--- src/sv/lcrta_pkg.sv ---
// Shared types and constants for the load cell readout with tare and alert.
// No dependencies; imported by lcrta_div and load_cell_readout_tare_alert_unit.
`default_nettype none

package lcrta_pkg;

  localparam int FORCE_W = 24;
  localparam int GAIN_W  = 16;
  localparam int CFG_W   = 24;

  localparam logic [FORCE_W-1:0] FORCE_MAX   = 24'hFFFFFF;
  localparam logic [GAIN_W-1:0]  GAIN_RESET  = 16'd430;
  localparam logic [FORCE_W-1:0] LIMIT_RESET = 24'd20;

  // Configuration register indexes
  typedef logic [0:0] cfg_idx_t;
  localparam cfg_idx_t REG_GAIN  = 1'b0;
  localparam cfg_idx_t REG_LIMIT = 1'b1;

  // Frame kinds
  localparam logic KIND_MEASURE = 1'b0;
  localparam logic KIND_TARE    = 1'b1;

  // Divider handshake back to the sequencer
  typedef struct packed {
    logic busy;
    logic done;
  } div_stat_t;

endpackage

`default_nettype wire

--- src/sv/lcrta_div.sv ---
// Restoring divider, one quotient bit per cycle, for the force scaling.
// Depends on lcrta_pkg (divisor width, status struct).
`default_nettype none

module lcrta_div
  import lcrta_pkg::*;
#(
  parameter int DW = 24
) (
  input  wire logic              clk,
  input  wire logic              rst,
  input  wire logic              start,
  input  wire logic [DW-1:0]     dividend,
  input  wire logic [GAIN_W-1:0] divisor,
  output div_stat_t              stat,
  output logic      [DW-1:0]     quotient
);

  localparam int CNT_W = $clog2(DW);

  logic              busy;
  logic              done;
  logic [CNT_W-1:0]  cnt;
  logic [GAIN_W-1:0] dvs;
  logic [GAIN_W-1:0] rem;
  logic [DW-1:0]     qreg;

  logic [GAIN_W:0]   trial;
  logic              fits;
  logic [GAIN_W:0]   diff;

  // trial remainder: bring down next dividend bit
  assign trial = {rem, qreg[DW-1]};
  assign fits  = trial >= {1'b0, dvs};
  assign diff  = trial - {1'b0, dvs};

  always_ff @(posedge clk) begin
    if (rst) begin
      busy <= 1'b0;
      done <= 1'b0;
      cnt  <= '0;
    end else begin
      done <= 1'b0;
      if (start && !busy) begin
        busy <= 1'b1;
        cnt  <= '0;
      end else if (busy) begin
        if (cnt == CNT_W'(DW - 1)) begin
          busy <= 1'b0;
          done <= 1'b1;
        end
        cnt <= cnt + 1'b1;
      end
    end
  end

  always_ff @(posedge clk) begin
    if (start && !busy) begin
      dvs  <= (divisor == '0) ? GAIN_W'(1) : divisor;
      rem  <= '0;
      qreg <= dividend;
    end else if (busy) begin
      rem  <= fits ? diff[GAIN_W-1:0] : trial[GAIN_W-1:0];
      qreg <= {qreg[DW-2:0], fits};
    end
  end

  assign stat.busy = busy;
  assign stat.done = done;
  assign quotient  = qreg;

endmodule

`default_nettype wire

--- src/sv/load_cell_readout_tare_alert_unit.sv ---
// Top level: serial frame capture, tare, force scaling and one-shot alert.
// Depends on lcrta_pkg and lcrta_div.
//
// Use:
//  - Input channel (in_valid/in_stall): one beat carries one converter data
//    bit (data_bit, MSB first) and req_type. The req_type of the beat that
//    completes a frame decides tare (1) or measure (0).
//  - Output channel (out_valid/out_stall): one beat per completed frame with
//    frame_kind, raw_value (frame with top bit inverted), force_value,
//    over_limit and alert_pulse. No beat for the other bits.
//  - Config channel (cfg_valid/cfg_ready/cfg_index/cfg_data): index 0 is the
//    gain divisor (0 acts as 1), index 1 the force limit. Always ready;
//    write only while idle.
// Sequence: a bit that does not end a frame is taken while idle. The
//  frame-ending bit leads to the check state; then, for a measure frame with
//  raw above tare, the restoring divider runs until its done flag, and the
//  emit state loads the output register. in_stall is high once that bit is
//  taken until the result is loaded.
//  A result waiting under out_stall does not block the next frame's bits;
//  only a further frame end waits for the output register to free.
// Reset: clears the frame, bit count, tare, force and alert latch, and
//  loads gain 430 and limit 20. No output beat is pending after reset.
`default_nettype none

module load_cell_readout_tare_alert_unit
  import lcrta_pkg::*;
#(
  parameter int FRAME_BITS = 24
) (
  input  wire logic               clk,
  input  wire logic               rst,
  // input bits
  input  wire logic               in_valid,
  output logic                    in_stall,
  input  wire logic               req_type,
  input  wire logic               data_bit,
  // results
  output logic                    out_valid,
  input  wire logic               out_stall,
  output logic                    frame_kind,
  output logic [FORCE_W-1:0]      raw_value,
  output logic [FORCE_W-1:0]      force_value,
  output logic                    over_limit,
  output logic                    alert_pulse,
  // configuration writes
  input  wire logic               cfg_valid,
  output logic                    cfg_ready,
  input  wire cfg_idx_t           cfg_index,
  input  wire logic [CFG_W-1:0]   cfg_data
);

  localparam int BIT_W = $clog2(FRAME_BITS);

  // sequencer codes
  localparam logic [1:0] S_IDLE  = 2'd0;  // taking bits
  localparam logic [1:0] S_CHECK = 2'd1;  // tare store or divide launch
  localparam logic [1:0] S_DIV   = 2'd2;  // divider running
  localparam logic [1:0] S_EMIT  = 2'd3;  // alert logic, load output

  logic [1:0]            state;
  logic [1:0]            state_next;

  logic [GAIN_W-1:0]     gain_divisor;
  logic [FORCE_W-1:0]    force_limit;

  logic [FRAME_BITS-1:0] shift_word;
  logic [BIT_W-1:0]      bit_index;
  logic [FRAME_BITS-1:0] tare_value;
  logic [FORCE_W-1:0]    last_force;
  logic                  alert_latched;

  logic [FRAME_BITS-1:0] raw;
  logic                  kind;

  logic                  in_take;
  logic                  frame_end;
  logic [FRAME_BITS-1:0] shift_next;

  logic                  div_start;
  div_stat_t             div_stat;
  logic [FRAME_BITS-1:0] div_q;
  logic [31:0]           q_wide;
  logic [31:0]           raw_wide;

  logic                  emit_go;
  logic                  over_now;
  logic                  pulse_now;

  assign cfg_ready = 1'b1;
  assign in_stall  = (state != S_IDLE);
  assign in_take   = in_valid && !in_stall;
  assign frame_end = (bit_index == BIT_W'(FRAME_BITS - 1));
  assign shift_next = {shift_word[FRAME_BITS-2:0], data_bit};

  assign div_start = (state == S_CHECK) && (kind == KIND_MEASURE) && (raw > tare_value);

  assign emit_go   = (state == S_EMIT) && (!out_valid || !out_stall);
  assign over_now  = last_force > force_limit;
  assign pulse_now = (kind == KIND_MEASURE) && over_now && !alert_latched;

  assign q_wide   = 32'(div_q);
  assign raw_wide = 32'(raw);

  lcrta_div #(
    .DW (FRAME_BITS)
  ) u_div (
    .clk      (clk),
    .rst      (rst),
    .start    (div_start),
    .dividend (raw - tare_value),
    .divisor  (gain_divisor),
    .stat     (div_stat),
    .quotient (div_q)
  );

  always_comb begin
    state_next = state;
    case (state)
      S_IDLE: begin
        if (in_take && frame_end) state_next = S_CHECK;
      end
      S_CHECK: begin
        state_next = div_start ? S_DIV : S_EMIT;
      end
      S_DIV: begin
        if (div_stat.done) state_next = S_EMIT;
      end
      S_EMIT: begin
        if (emit_go) state_next = S_IDLE;
      end
      default: state_next = S_IDLE;
    endcase
  end

  // control state and architectural state
  always_ff @(posedge clk) begin
    if (rst) begin
      state         <= S_IDLE;
      gain_divisor  <= GAIN_RESET;
      force_limit   <= LIMIT_RESET;
      shift_word    <= '0;
      bit_index     <= '0;
      tare_value    <= '0;
      last_force    <= '0;
      alert_latched <= 1'b0;
      out_valid     <= 1'b0;
    end else begin
      state <= state_next;

      if (cfg_valid && cfg_ready) begin
        case (cfg_index)
          REG_GAIN:  gain_divisor <= cfg_data[GAIN_W-1:0];
          REG_LIMIT: force_limit  <= cfg_data[FORCE_W-1:0];
          default: ;
        endcase
      end

      if (in_take) begin
        if (frame_end) begin
          shift_word <= '0;
          bit_index  <= '0;
        end else begin
          shift_word <= shift_next;
          bit_index  <= bit_index + 1'b1;
        end
      end

      if (state == S_CHECK && kind == KIND_TARE) tare_value <= raw;

      // saturate the quotient to the force width
      if (state == S_DIV && div_stat.done) begin
        last_force <= (q_wide > 32'(FORCE_MAX)) ? FORCE_MAX : q_wide[FORCE_W-1:0];
      end

      if (emit_go && kind == KIND_MEASURE) alert_latched <= over_now;

      if (emit_go)         out_valid <= 1'b1;
      else if (!out_stall) out_valid <= 1'b0;
    end
  end

  // frame capture: top bit flipped to offset binary
  always_ff @(posedge clk) begin
    if (in_take && frame_end) begin
      raw  <= shift_next ^ {1'b1, {(FRAME_BITS-1){1'b0}}};
      kind <= req_type;
    end
  end

  // output register
  always_ff @(posedge clk) begin
    if (emit_go) begin
      frame_kind  <= kind;
      raw_value   <= raw_wide[FORCE_W-1:0];
      force_value <= last_force;
      over_limit  <= over_now;
      alert_pulse <= pulse_now;
    end
  end

  // divider only runs under its own sequencer state
  a_div_in_state: assert property (@(posedge clk) disable iff (rst)
    div_stat.busy |-> state == S_DIV)
    else $error("divider busy outside divide state");

  // an alert beat always reports over limit on a measure frame
  a_pulse_meaning: assert property (@(posedge clk) disable iff (rst)
    out_valid && alert_pulse |-> over_limit && frame_kind == KIND_MEASURE)
    else $error("alert pulse without over-limit measure frame");

  // a delivered pulse leaves the latch set
  a_pulse_latch: assert property (@(posedge clk) disable iff (rst)
    out_valid && alert_pulse |-> alert_latched)
    else $error("alert pulse but latch clear");

  // no bit is taken while a frame end is being processed
  a_hold_bits: assert property (@(posedge clk) disable iff (rst)
    state != S_IDLE |=> $stable(bit_index) || $past(state) == S_IDLE)
    else $error("bit count moved during frame processing");

endmodule

`default_nettype wire
--- config.mk ---
export PLATFORM = sky130hd
export DESIGN_NAME = load_cell_readout_tare_alert_unit
export DESIGN_NICKNAME = d
export VERILOG_FILES = /design/src/sv/lcrta_pkg.sv /design/src/sv/lcrta_div.sv /design/src/sv/load_cell_readout_tare_alert_unit.sv
export SDC_FILE = /design/constraint.sdc
export NUM_CORES = 1
export LEC_CHECK = 0
export ABC_AREA = 1
export BUFFER_PORTS_ARGS = -buffer_cell sky130_fd_sc_hd__buf_4
export CAP_MARGIN = 20
export CORE_UTILIZATION = 43
export DETAILED_ROUTE_END_ITERATION = 6
export SETUP_SLACK_MARGIN = 0.5
export SLEW_MARGIN = 20
export SYNTH_ARGS = -nofsm -noshare
export SYNTH_HDL_FRONTEND = slang
export SYNTH_SLANG_ARGS = --single-unit
--- constraint.sdc ---
create_clock -name clk -period 4.57 [get_ports clk]
set_input_delay 0.457 -clock clk [delete_from_list [all_inputs] [get_ports clk]]
set_output_delay 0.457 -clock clk [all_outputs]
set_load 0.01 [all_outputs]
==> results.json, run 1 <==
{
  "holdPathStages": 1,
  "worstSkewPairLatency_ns": 0.54,
  "final-setup-viol-count": 0,
  "cts_buffers": 28,
  "vias_per_cell": 4.99,
  "grt_pass1_vias": 8871,
  "synth_area_mm2": 0.0121,
  "critPathTopFamily": "simple AND/OR/NAND/NOR gates",
  "endpoint_kind": "register",
  "cts.sinks": 259,
  "max_cap_viol_count": 0,
  "ys_ff_latch": 259,
  "holdBufCountCts": 0,
  "start_util": 0.437,
  "slowest_stage": "nand2_1",
  "r2r_cells": 13,
  "routed_wirelength_mm": 27.4,
  "combPwrFrac": 0.265,
  "holdPathEnd": "kind",
  "drt_pass1_iterations": 5,
  "vias": 9180,
  "min_period_over_period": 0.621,
  "setup_tns_ns": 0,
  "yosysTopAreaCell": "edfxtp_1",
  "reg2reg_to": "u_div.quotient[11]",
  "grt_pass1_wl_mm": 45.0,
  "area_growth_pct": 15.3,
  "drt_iter0_drc": 585,
  "synth.distinct_cells": 44,
  "clock_skew_ns": 0.0132,
  "p_switching_w": 0.00229,
  "fmax_mhz": 352,
  "fin_crit_ns": 2.84,
  "crit_buf_inv": 3,
  "gp_congestion": 0.847,
  "design.core.area_mm2": 0.0277,
  "hpwl_mm": 20.1,
  "syn_nets": 1478,
  "hold_class": "input port to register",
  "antenna_cells": 0,
  "swShare": 0.324,
  "critPathRequiredTime_ns": 4.78,
  "synth-compound-area-share": 0.131,
  "die_w_um": 170,
  "cts.path.max_buffers": 3,
  "cts.repair.resized": 0,
  "ys_top_cells_by_count": "nand2_1, inv_1, nor2_1",
  "critical_path.startpoint_type": "register",
  "hold_viol": 0,
  "drcViolationCount": 0,
  "p_clk_frac": 0.323,
  "clk_pin_slew_worst_paths_ns": 0.06,
  "outcome": "finished, final reports clean",
  "cts-root-buf": "clkbuf_16",
  "grt_use_total": 0.196,
  "yosys_warnings": 0,
  "ys_async_sr_fraction": 0,
  "tightest_slew_ns": 0.972,
  "dieArea_mm2": 0.0288,
  "wire_per_inst_um": 14.9,
  "synth-main-ff-cell": "dfxtp_1",
  "postSynthCellCount": 1373,
  "placed_area_mm2": 0.0130,
  "rrSetupSlack_ns": 1.73,
  "io-pin-count": 86,
  "synth_edf_count": 116,
  "fin_nets": 1543,
  "stdcell_area_mm2": 0.0140,
  "port_buffers": 84,
  "grt_start_max_net_pins": 74,
  "gr-total-overflow": 0,
  "path_max_fanout": 18,
  "crit_top_cell": "nand2_1",
  "maxSlewViolCount": 0,
  "power.leakage_nw": 5.82,
  "yosysTopAreaCellShare": 0.288,
  "rsz0062_at_grt": "no",
  "post_synth_fa_ha_maj_area_fraction": 0.0767,
  "yosys.area_share.simple": 0.176,
  "synth.mux.area_fraction": 0,
  "crit_chain": "inv_1 > ha_1 > fa_1 > inv_1 > nand2_1 > nand2_1 > nand3_1 > nand2_2 > nand2_1 > nand3_2 > nand2_4 > nand2_1 > buf_4",
  "antenna_found_initial": 0,
  "synth_top_family_by_area": "simple AND/OR/NAND/NOR gates",
  "p_int_w": 0.00477,
  "critPathKind": "register to register",
  "synth_xor_area_frac": 0.0188,
  "fin_util": 0.504,
  "reg2reg_from": "raw[0]",
  "cts_setup_buffers": 0,
  "min_from": "req_type",
  "tritoncts": "built",
  "postRouteAntennaNets": 0,
  "slew_headroom": 0.350,
  "h-tree-depth": 1,
  "synth.area.top_cells": "edfxtp_1, dfxtp_1, ha_1",
  "seq_power_share": 0.412,
  "row_count": 61,
  "crit_path_max_incr_delay_ns": 0.46,
  "synth.most_common_cell": "nand2_1",
  "die_h_um": 170,
  "seq_area_frac_synth": 0.524,
  "p_per_area_mw_per_mm2": 506,
  "drive_gt1_frac": 0.116,
  "syn_area_per_cell_um2": 8.82,
  "crit_arrival_ns": 3.05,
  "vdd_drop_max_mv": 0.402
}
## worst reg2reg max path, cell delays in order, from the launching register on
cell and delay [ns]:
edfxtp_1 0.36, inv_1 0.05, ha_1 0.21, fa_1 0.40
inv_1 0.09, nand2_1 0.05, nand2_1 0.08, nand3_1 0.08
nand2_2 0.13, nand2_1 0.08, nand3_2 0.09, nand2_4 0.07
nand2_1 0.46, buf_4 0.36
## power groups by stage
stage | clock (W) | sequential, W | combinational, W
3_5_place_dp | 0 | 0.00296 | 0.00186
3_3_place_gp | 0 | 0.00296 | 0.00184
2_1_floorplan | 0 | 0.00293 | 0.00142
5_1_grt | 0.00241 | 0.00294 | 0.00216
6_report | 0.00228 | 0.00291 | 0.00187
4_1_cts | 0.00232 | 0.00291 | 0.00187
## final cells by class
cell class / count / area (µm²)
clock buffers: 41 / 821
clock inverters: 11 / 109
fillers: 2633 / 13700
inverters: 165 / 626
multi-input cells: 891 / 4890
flip-flops and latches: 259 / 6350
well taps: 378 / 473
repair buffers: 93 / 698
## per-stage QoR
step | std cells | worst slack, ns | hold WS, ns | total power [W]
3_5_place_dp | 1786 | 1.70 | 0.414 | 0.00482
4_1_cts | 1838 | 1.69 | 0.0919 | 0.00711
5_1_grt | 1838 | 1.47 | 0.0896 | 0.00751
6_report | 1838 | 1.73 | 0.116 | 0.00706
3_3_place_gp | 1786 | 1.74 | 0.414 | 0.00479
2_1_floorplan | 1373 | 1.36 | 0.408 | 0.00434
## state kept, by name (all words and copies together), names as in the netlist, 2 cells and up
name            count
shift_word         23
raw_value          24
state               2
u_div.dvs          16
u_div.quotient     24
force_value        24
u_div.rem          16
raw                24
last_force         24
force_limit        24
u_div.cnt           5
tare_value         24
gain_divisor       16
bit_index           5
## routing by layer
metal | global-route usage | wire, µm | part of all wire
met4 | 0.0638 | 697 | 0.025
met2 | 0.301 | 11700 | 0.43
met5 | 0 | 0 | 0
met3 | 0.0308 | 1530 | 0.056
met1 | 0.281 | 13500 | 0.49
## cell families after synthesis
kind of cell / count (synthesis)
compound gates: 284
xor+xnor: 26
fa+ha+maj: 73
buf+inv: 223
flops: 259
other cells: 1
simple gates: 507
## cells in the final DEF, fill, tap and decap left out, types with 3 or more instances in the layout
cell type	count
o21bai_1	3
clkbuf_16	29
nand3_1	71
a21oi_1	105
nand2_2	4
inv_1	162
clkinv_2	6
nand4_1	10
nor4_1	4
xnor2_1	14
o21ai_0	122
clkbuf_8	5
dfxtp_1	143
or2_2	4
nand3b_1	7
o21ai_2	15
nor3_1	16
ha_1	71
nor2_1	149
o21a_1	3
nand2_1	234
xor2_1	12
a211oi_1	23
clkbuf_1	7
edfxtp_1	116
buf_4	93
## worst max path at each step
stage                    endpoint  cells after the start  slack [ns]       from
3_3_place_gp    u_div.quotient[3]                     13        1.74     raw[0]
3_5_place_dp    u_div.quotient[3]                     13        1.70     raw[0]
6_report       u_div.quotient[11]                     13        1.73     raw[0]
2_1_floorplan         alert_pulse                      3        1.36  out_stall
4_1_cts        u_div.quotient[12]                     13        1.69     raw[0]
5_1_grt        u_div.quotient[11]                     13        1.47     raw[0]
No activity file was read; power rests on OpenSTA's default activity.
==> run 2: changes to the inputs <==
==> constraint.sdc (replaced) <==
create_clock -name clk -period 2.3 [get_ports clk]
set_input_delay 0.23 -clock clk [delete_from_list [all_inputs] [get_ports clk]]
set_output_delay 0.23 -clock clk [all_outputs]
set_load 0.01 [all_outputs]
==> run 2 against run 1 <==
Against the previous run:
- cell area is 14% higher
- power grew 120%
- flip-flop and latch count did not move
- hold slack lost 0.094 ns
- critical path type unchanged
- largest power group unchanged
==> results.json, run 2 (synthesis gave the netlist of run 1 again) <==
{
  "cts-root-buf": "clkbuf_16",
  "worstSkewPairLatency_ns": 0.55,
  "p_per_area_mw_per_mm2": 977,
  "setup_tns_ns": 0,
  "grt_start_max_net_pins": 49,
  "dieArea_mm2": 0.0288,
  "grt_pass1_wl_mm": 46.2,
  "max_cap_viol_count": 0,
  "antenna_cells": 0,
  "drt_iter0_drc": 612,
  "hold_viol": 0,
  "clk_pin_slew_worst_paths_ns": 0.06,
  "drt_pass1_iterations": 4,
  "slowest_stage": "edfxtp_1",
  "crit_buf_inv": 4,
  "start_util": 0.437,
  "fin_cells": 1964,
  "drive_gt1_frac": 0.256,
  "gp_congestion": 0.906,
  "drcViolationCount": 0,
  "rsz0062_at_grt": "yes",
  "hold_class": "input port to register",
  "antenna_found_initial": 0,
  "rrSetupSlack_ns": 0.12,
  "hpwl_mm": 20.5,
  "crit_top_cell": "nand2_2",
  "die_h_um": 170,
  "fmax_mhz": 458,
  "tightest_slew_ns": 0.741,
  "maxSlewViolCount": 0,
  "path_max_fanout": 21,
  "vias_per_cell": 4.95,
  "most-common-layout-cells": "nand2_1, buf_4, inv_1, nor2_1, dfxtp_1",
  "critPathTopFamily": "simple AND/OR/NAND/NOR gates",
  "reg2reg_to": "u_div.quotient[6]",
  "final_common_cell": "nand2_1",
  "clock_skew_ns": 0.0177,
  "crit_arrival_ns": 2.49,
  "grt_use_total": 0.201,
  "row_count": 61,
  "fin_nets": 1668,
  "min_period_over_period": 0.949,
  "reg2reg_from": "raw[0]",
  "grt_pass1_vias": 9185,
  "crit_path_max_incr_delay_ns": 0.36,
  "h-tree-depth": 1,
  "critPathKind": "register to register",
  "wire_per_inst_um": 15.1,
  "vdd_drop_max_mv": 0.600,
  "crit_chain": "inv_2 > ha_4 > fa_2 > inv_2 > nand2_2 > nand2_2 > nand3_2 > nand2_2 > nand2_2 > nand3_2 > nand2_4 > nor2_8 > buf_12 > inv_12 > nand2_1 > o21ai_2",
  "slew_headroom": 0.505,
  "critPathRequiredTime_ns": 2.60,
  "holdPathEnd": "out_valid",
  "postRouteAntennaNets": 0,
  "gr-total-overflow": 0,
  "vias": 9712,
  "post-place-ws_ns": -0.00319,
  "area_growth_pct": 31.8,
  "routed_wirelength_mm": 29.7,
  "tritoncts": "built",
  "power.leakage_nw": 6.55,
  "holdPathStages": 3,
  "fin_crit_ns": 2.18,
  "r2r_cells": 16,
  "final-setup-viol-count": 0,
  "outcome": "finished, final reports clean",
  "cts.sinks": 259,
  "die_w_um": 170,
  "io-pin-count": 86,
  "fin_ws_ns": 0.117,
  "min_from": "out_stall",
  "endpoint_kind": "register",
  "dp.cells": 1844,
  "cts_buffers": 29,
  "cts.path.max_buffers": 3,
  "design.core.area_mm2": 0.0277,
  "critical_path.startpoint_type": "register",
  "port_buffers": 84
}
==> run 2: cell count changes in the layout (fill, tap and decap cells not counted), moves of 13 or more <==
cell,change
buf_4,+77
nand2_1,-37
ha_1,-35
ha_4,+32
nand2_2,+30
dlygate4sd3_1,+27
nand3_1,-15
nand3_2,+15
a21oi_1,-13
inv_1,-13
inv_2,+13
==> run 2: worst max-delay path by stage <==
| stage | from | endpoint | slack (ns) | depth (start not counted) |
|---|---|---|---|---|
| final | raw[0] | u_div.quotient[6] | 0.12 | 16 |
| after CTS | raw[0] | u_div.quotient[12] | 0.08 | 16 |
| after global placement | raw[0] | u_div.quotient[0] | 0.06 | 15 |
| after detailed placement | raw[0] | u_div.quotient[7] | -0.003 | 15 |
| after global routing | raw[8] | u_div.quotient[6] | 0.01 | 13 |
| after floorplan | raw[0] | u_div.quotient[3] | -0.04 | 16 |
==> run 2: repair_timing <==
item	CTS	global route
resized for setup	55	126
cloned	2	4
endpoints found under the hold margin	37	0
pin swaps	8	20
setup endpoints to repair	114	118
setup buffers	11	22
hold buffers	27	0
==> run 2: layout make-up <==
class / count / area, µm²
sequential: 259 / 6360
tap: 378 / 473
multi-input combinational: 891 / 5630
clock buffer: 35 / 790
timing repair inverter: 3 / 35.0
inverter: 165 / 636
clock inverter: 19 / 211
fill: 2415 / 11800
timing repair buffer: 214 / 1830
==> run 2: per-stage QoR <==
stage               total power, W   util  instance area [µm²]  hold WS (ns)
global placement           0.00978  0.488                13500         0.413
floorplan                  0.00868      -                12200         0.299
global route                0.0165  0.576                16000        0.0367
CTS                         0.0150  0.547                15200       0.00659
finish                      0.0156  0.576                16000        0.0217
detailed placement         0.00983  0.488                13500         0.418
==> run 2: power by group <==
part           switching, W  internal, W
Combinational       0.00283      0.00215
Clock               0.00190      0.00290
Sequential         0.000334      0.00548
Total               0.00506       0.0105
==> run 2: layer usage <==
layer,up-vias,track usage,routed length [µm]
met5,-,0,0
met4,0,0.0646,809
met3,51,0.0247,1100
met2,205,0.325,13400
met1,4490,0.278,14400
li1,4966,-,-
==> run 2: worst min-delay path: stages <==
cell     delay (ns)
buf_4          0.07
nand2_1        0.09
a21oi_1        0.13
==> run 3: changes to the inputs <==
==> constraint.sdc (replaced) <==
create_clock -name clk -period 2.35 [get_ports clk]
set_input_delay 0.235 -clock clk [delete_from_list [all_inputs] [get_ports clk]]
set_output_delay 0.235 -clock clk [all_outputs]
set_load 0.01 [all_outputs]
==> run 3 against run 2 <==
Against the previous run:
- power is 4.4% lower
- register-to-register slack better by 0.03 ns
- clock power is 7.7% lower
- via count is 0.97% higher
- wire length is 2.0% higher
- non-clock buffer count is 16 lower
- hold slack better by 0.0031 ns
- cell area is 0.67% lower
- combinational power is 4.6% lower
- utilization is 0.39 points lower
- global-route usage is 0.74 points higher
- first-iteration DRC count is 3.9% lower
- critical path type unchanged
- largest cell class unchanged
- largest power group unchanged
==> results.json, run 3 (synthesis gave the netlist of run 1 again) <==
{
  "h-tree-depth": 1,
  "routed_wirelength_mm": 30.3,
  "critical_path.startpoint_type": "register",
  "final_common_cell": "nand2_1",
  "start_util": 0.437,
  "fin_util": 0.572,
  "area_growth_pct": 30.9,
  "cts.sinks": 259,
  "crit_arrival_ns": 2.43,
  "vdd_drop_max_mv": 0.526,
  "clk_pin_slew_worst_paths_ns": 0.06,
  "grt_pass1_wl_mm": 47.7,
  "worstSkewPairLatency_ns": 0.56,
  "fin_crit_ns": 2.20,
  "vias_per_cell": 5.03,
  "tightest_slew_ns": 0.613,
  "fmax_mhz": 454,
  "design.core.area_mm2": 0.0277,
  "clock_skew_ns": 0.0292,
  "grt_use_total": 0.208,
  "cts.path.max_buffers": 3,
  "gr-total-overflow": 0,
  "p_per_area_mw_per_mm2": 941,
  "fin_cells": 1948,
  "slew_headroom": 0.591,
  "endpoint_kind": "register",
  "tritoncts": "built",
  "grt_pass1_vias": 9321,
  "hpwl_mm": 20.7,
  "hold_class": "input port to register",
  "antenna_cells": 0,
  "die_h_um": 170,
  "most-common-layout-cells": "nand2_1, buf_4, inv_1, nor2_1, dfxtp_1",
  "wire_per_inst_um": 15.6,
  "cts_buffers": 28,
  "grt_start_max_net_pins": 69,
  "dieArea_mm2": 0.0288,
  "outcome": "finished, final reports clean",
  "vias": 9806,
  "drcViolationCount": 0,
  "drt_iter0_drc": 588,
  "fin_nets": 1653,
  "fin_hold_ws_ns": 0.0248,
  "drive_gt1_frac": 0.245,
  "hold_viol": 0,
  "path_max_fanout": 34,
  "port_buffers": 84,
  "postRouteAntennaNets": 0,
  "min_period_over_period": 0.937,
  "antenna_found_initial": 0,
  "power.leakage_nw": 6.44,
  "critPathKind": "register to register",
  "dp.cells": 1824,
  "io-pin-count": 86,
  "critPathRequiredTime_ns": 2.58,
  "maxSlewViolCount": 0,
  "rsz0062_at_grt": "yes",
  "cts-root-buf": "clkbuf_16",
  "final-setup-viol-count": 0,
  "row_count": 61,
  "setup_tns_ns": 0,
  "die_w_um": 170,
  "drt_pass1_iterations": 7,
  "gp_congestion": 0.926,
  "max_cap_viol_count": 0
}
## run 3: changes by cell type in the layout (fill, tap and decap cells not counted), moves of 4 or more
cell | previous run | this run
a21oi_2 | 12 | 8
nand3_2 | 16 | 12
o21ai_0 | 112 | 118
nand2_8 | 0 | 4
buf_4 | 170 | 161
a21oi_1 | 92 | 96
clkbuf_1 | 3 | 8
o21ai_1 | 9 | 2
buf_6 | 7 | 2
## run 3: metrics by stage
stage | setup slack, ns | area (µm²) | total power [W]
after floorplan | 0.0126 | 12200 | 0.00848
after global placement | -0.00488 | 13300 | 0.00948
after detailed placement | -0.0150 | 13300 | 0.00953
after CTS | 0.184 | 15500 | 0.0148
after global routing | 0.0652 | 15800 | 0.0157
final | 0.147 | 15800 | 0.0149
## run 3: final timing paths
path                  start  depth (start not counted)  slack, ns                 end
max                 raw[21]                         10       0.15  u_div.quotient[22]
min               out_stall                          3       0.02           out_valid
max reg2reg         raw[21]                         10       0.15  u_div.quotient[22]
min reg2reg  shift_word[20]                          0       0.43             raw[21]
## run 3: layout make-up
class / instances / area (µm²)
fillers: 2438 / 11900
flip-flops and latches: 259 / 6360
multi-input cells: 892 / 5720
repair buffers: 198 / 1670
clock buffers: 42 / 818
inverters: 165 / 638
well taps: 378 / 473
clock inverters: 10 / 116
repair inverters: 4 / 52.6
## run 3: routing by layer
metal	global-route usage	share of wire	vias up	wire, µm
li1	-	-	4941	-
met1	0.289	0.47	4612	14400
met2	0.340	0.46	202	13900
met3	0.0240	0.040	51	1220
met4	0.0635	0.027	0	832
met5	0	0	-	0
## run 3: critical path: stages, from the launching register on
cell      delay (ns)
edfxtp_1        0.45
ha_4            0.31
nand2_1         0.11
nor2_4          0.15
nand2_2         0.09
nor2_1          0.13
nand2_2         0.07
nand3_2         0.09
nand2_4         0.08
nand2_1         0.18
buf_12          0.23
## run 3: power by group
group | total, W | switching, W | internal, W
logic | 0.00475 | 0.00277 | 0.00198
clock network | 0.00443 | 0.00180 | 0.00263
registers | 0.00574 | 0.000375 | 0.00536
## run 3: what timing repair did
| action | CTS | global route |
|---|---|---|
| pin swaps | 16 | 12 |
| buffers inserted | 30 | 9 |
| setup endpoints to repair | 105 | 140 |
| cloned | 5 | 1 |
| endpoints found under the hold margin | 32 | 0 |
| resized for setup | 119 | 59 |
| hold buffers | 27 | 0 |
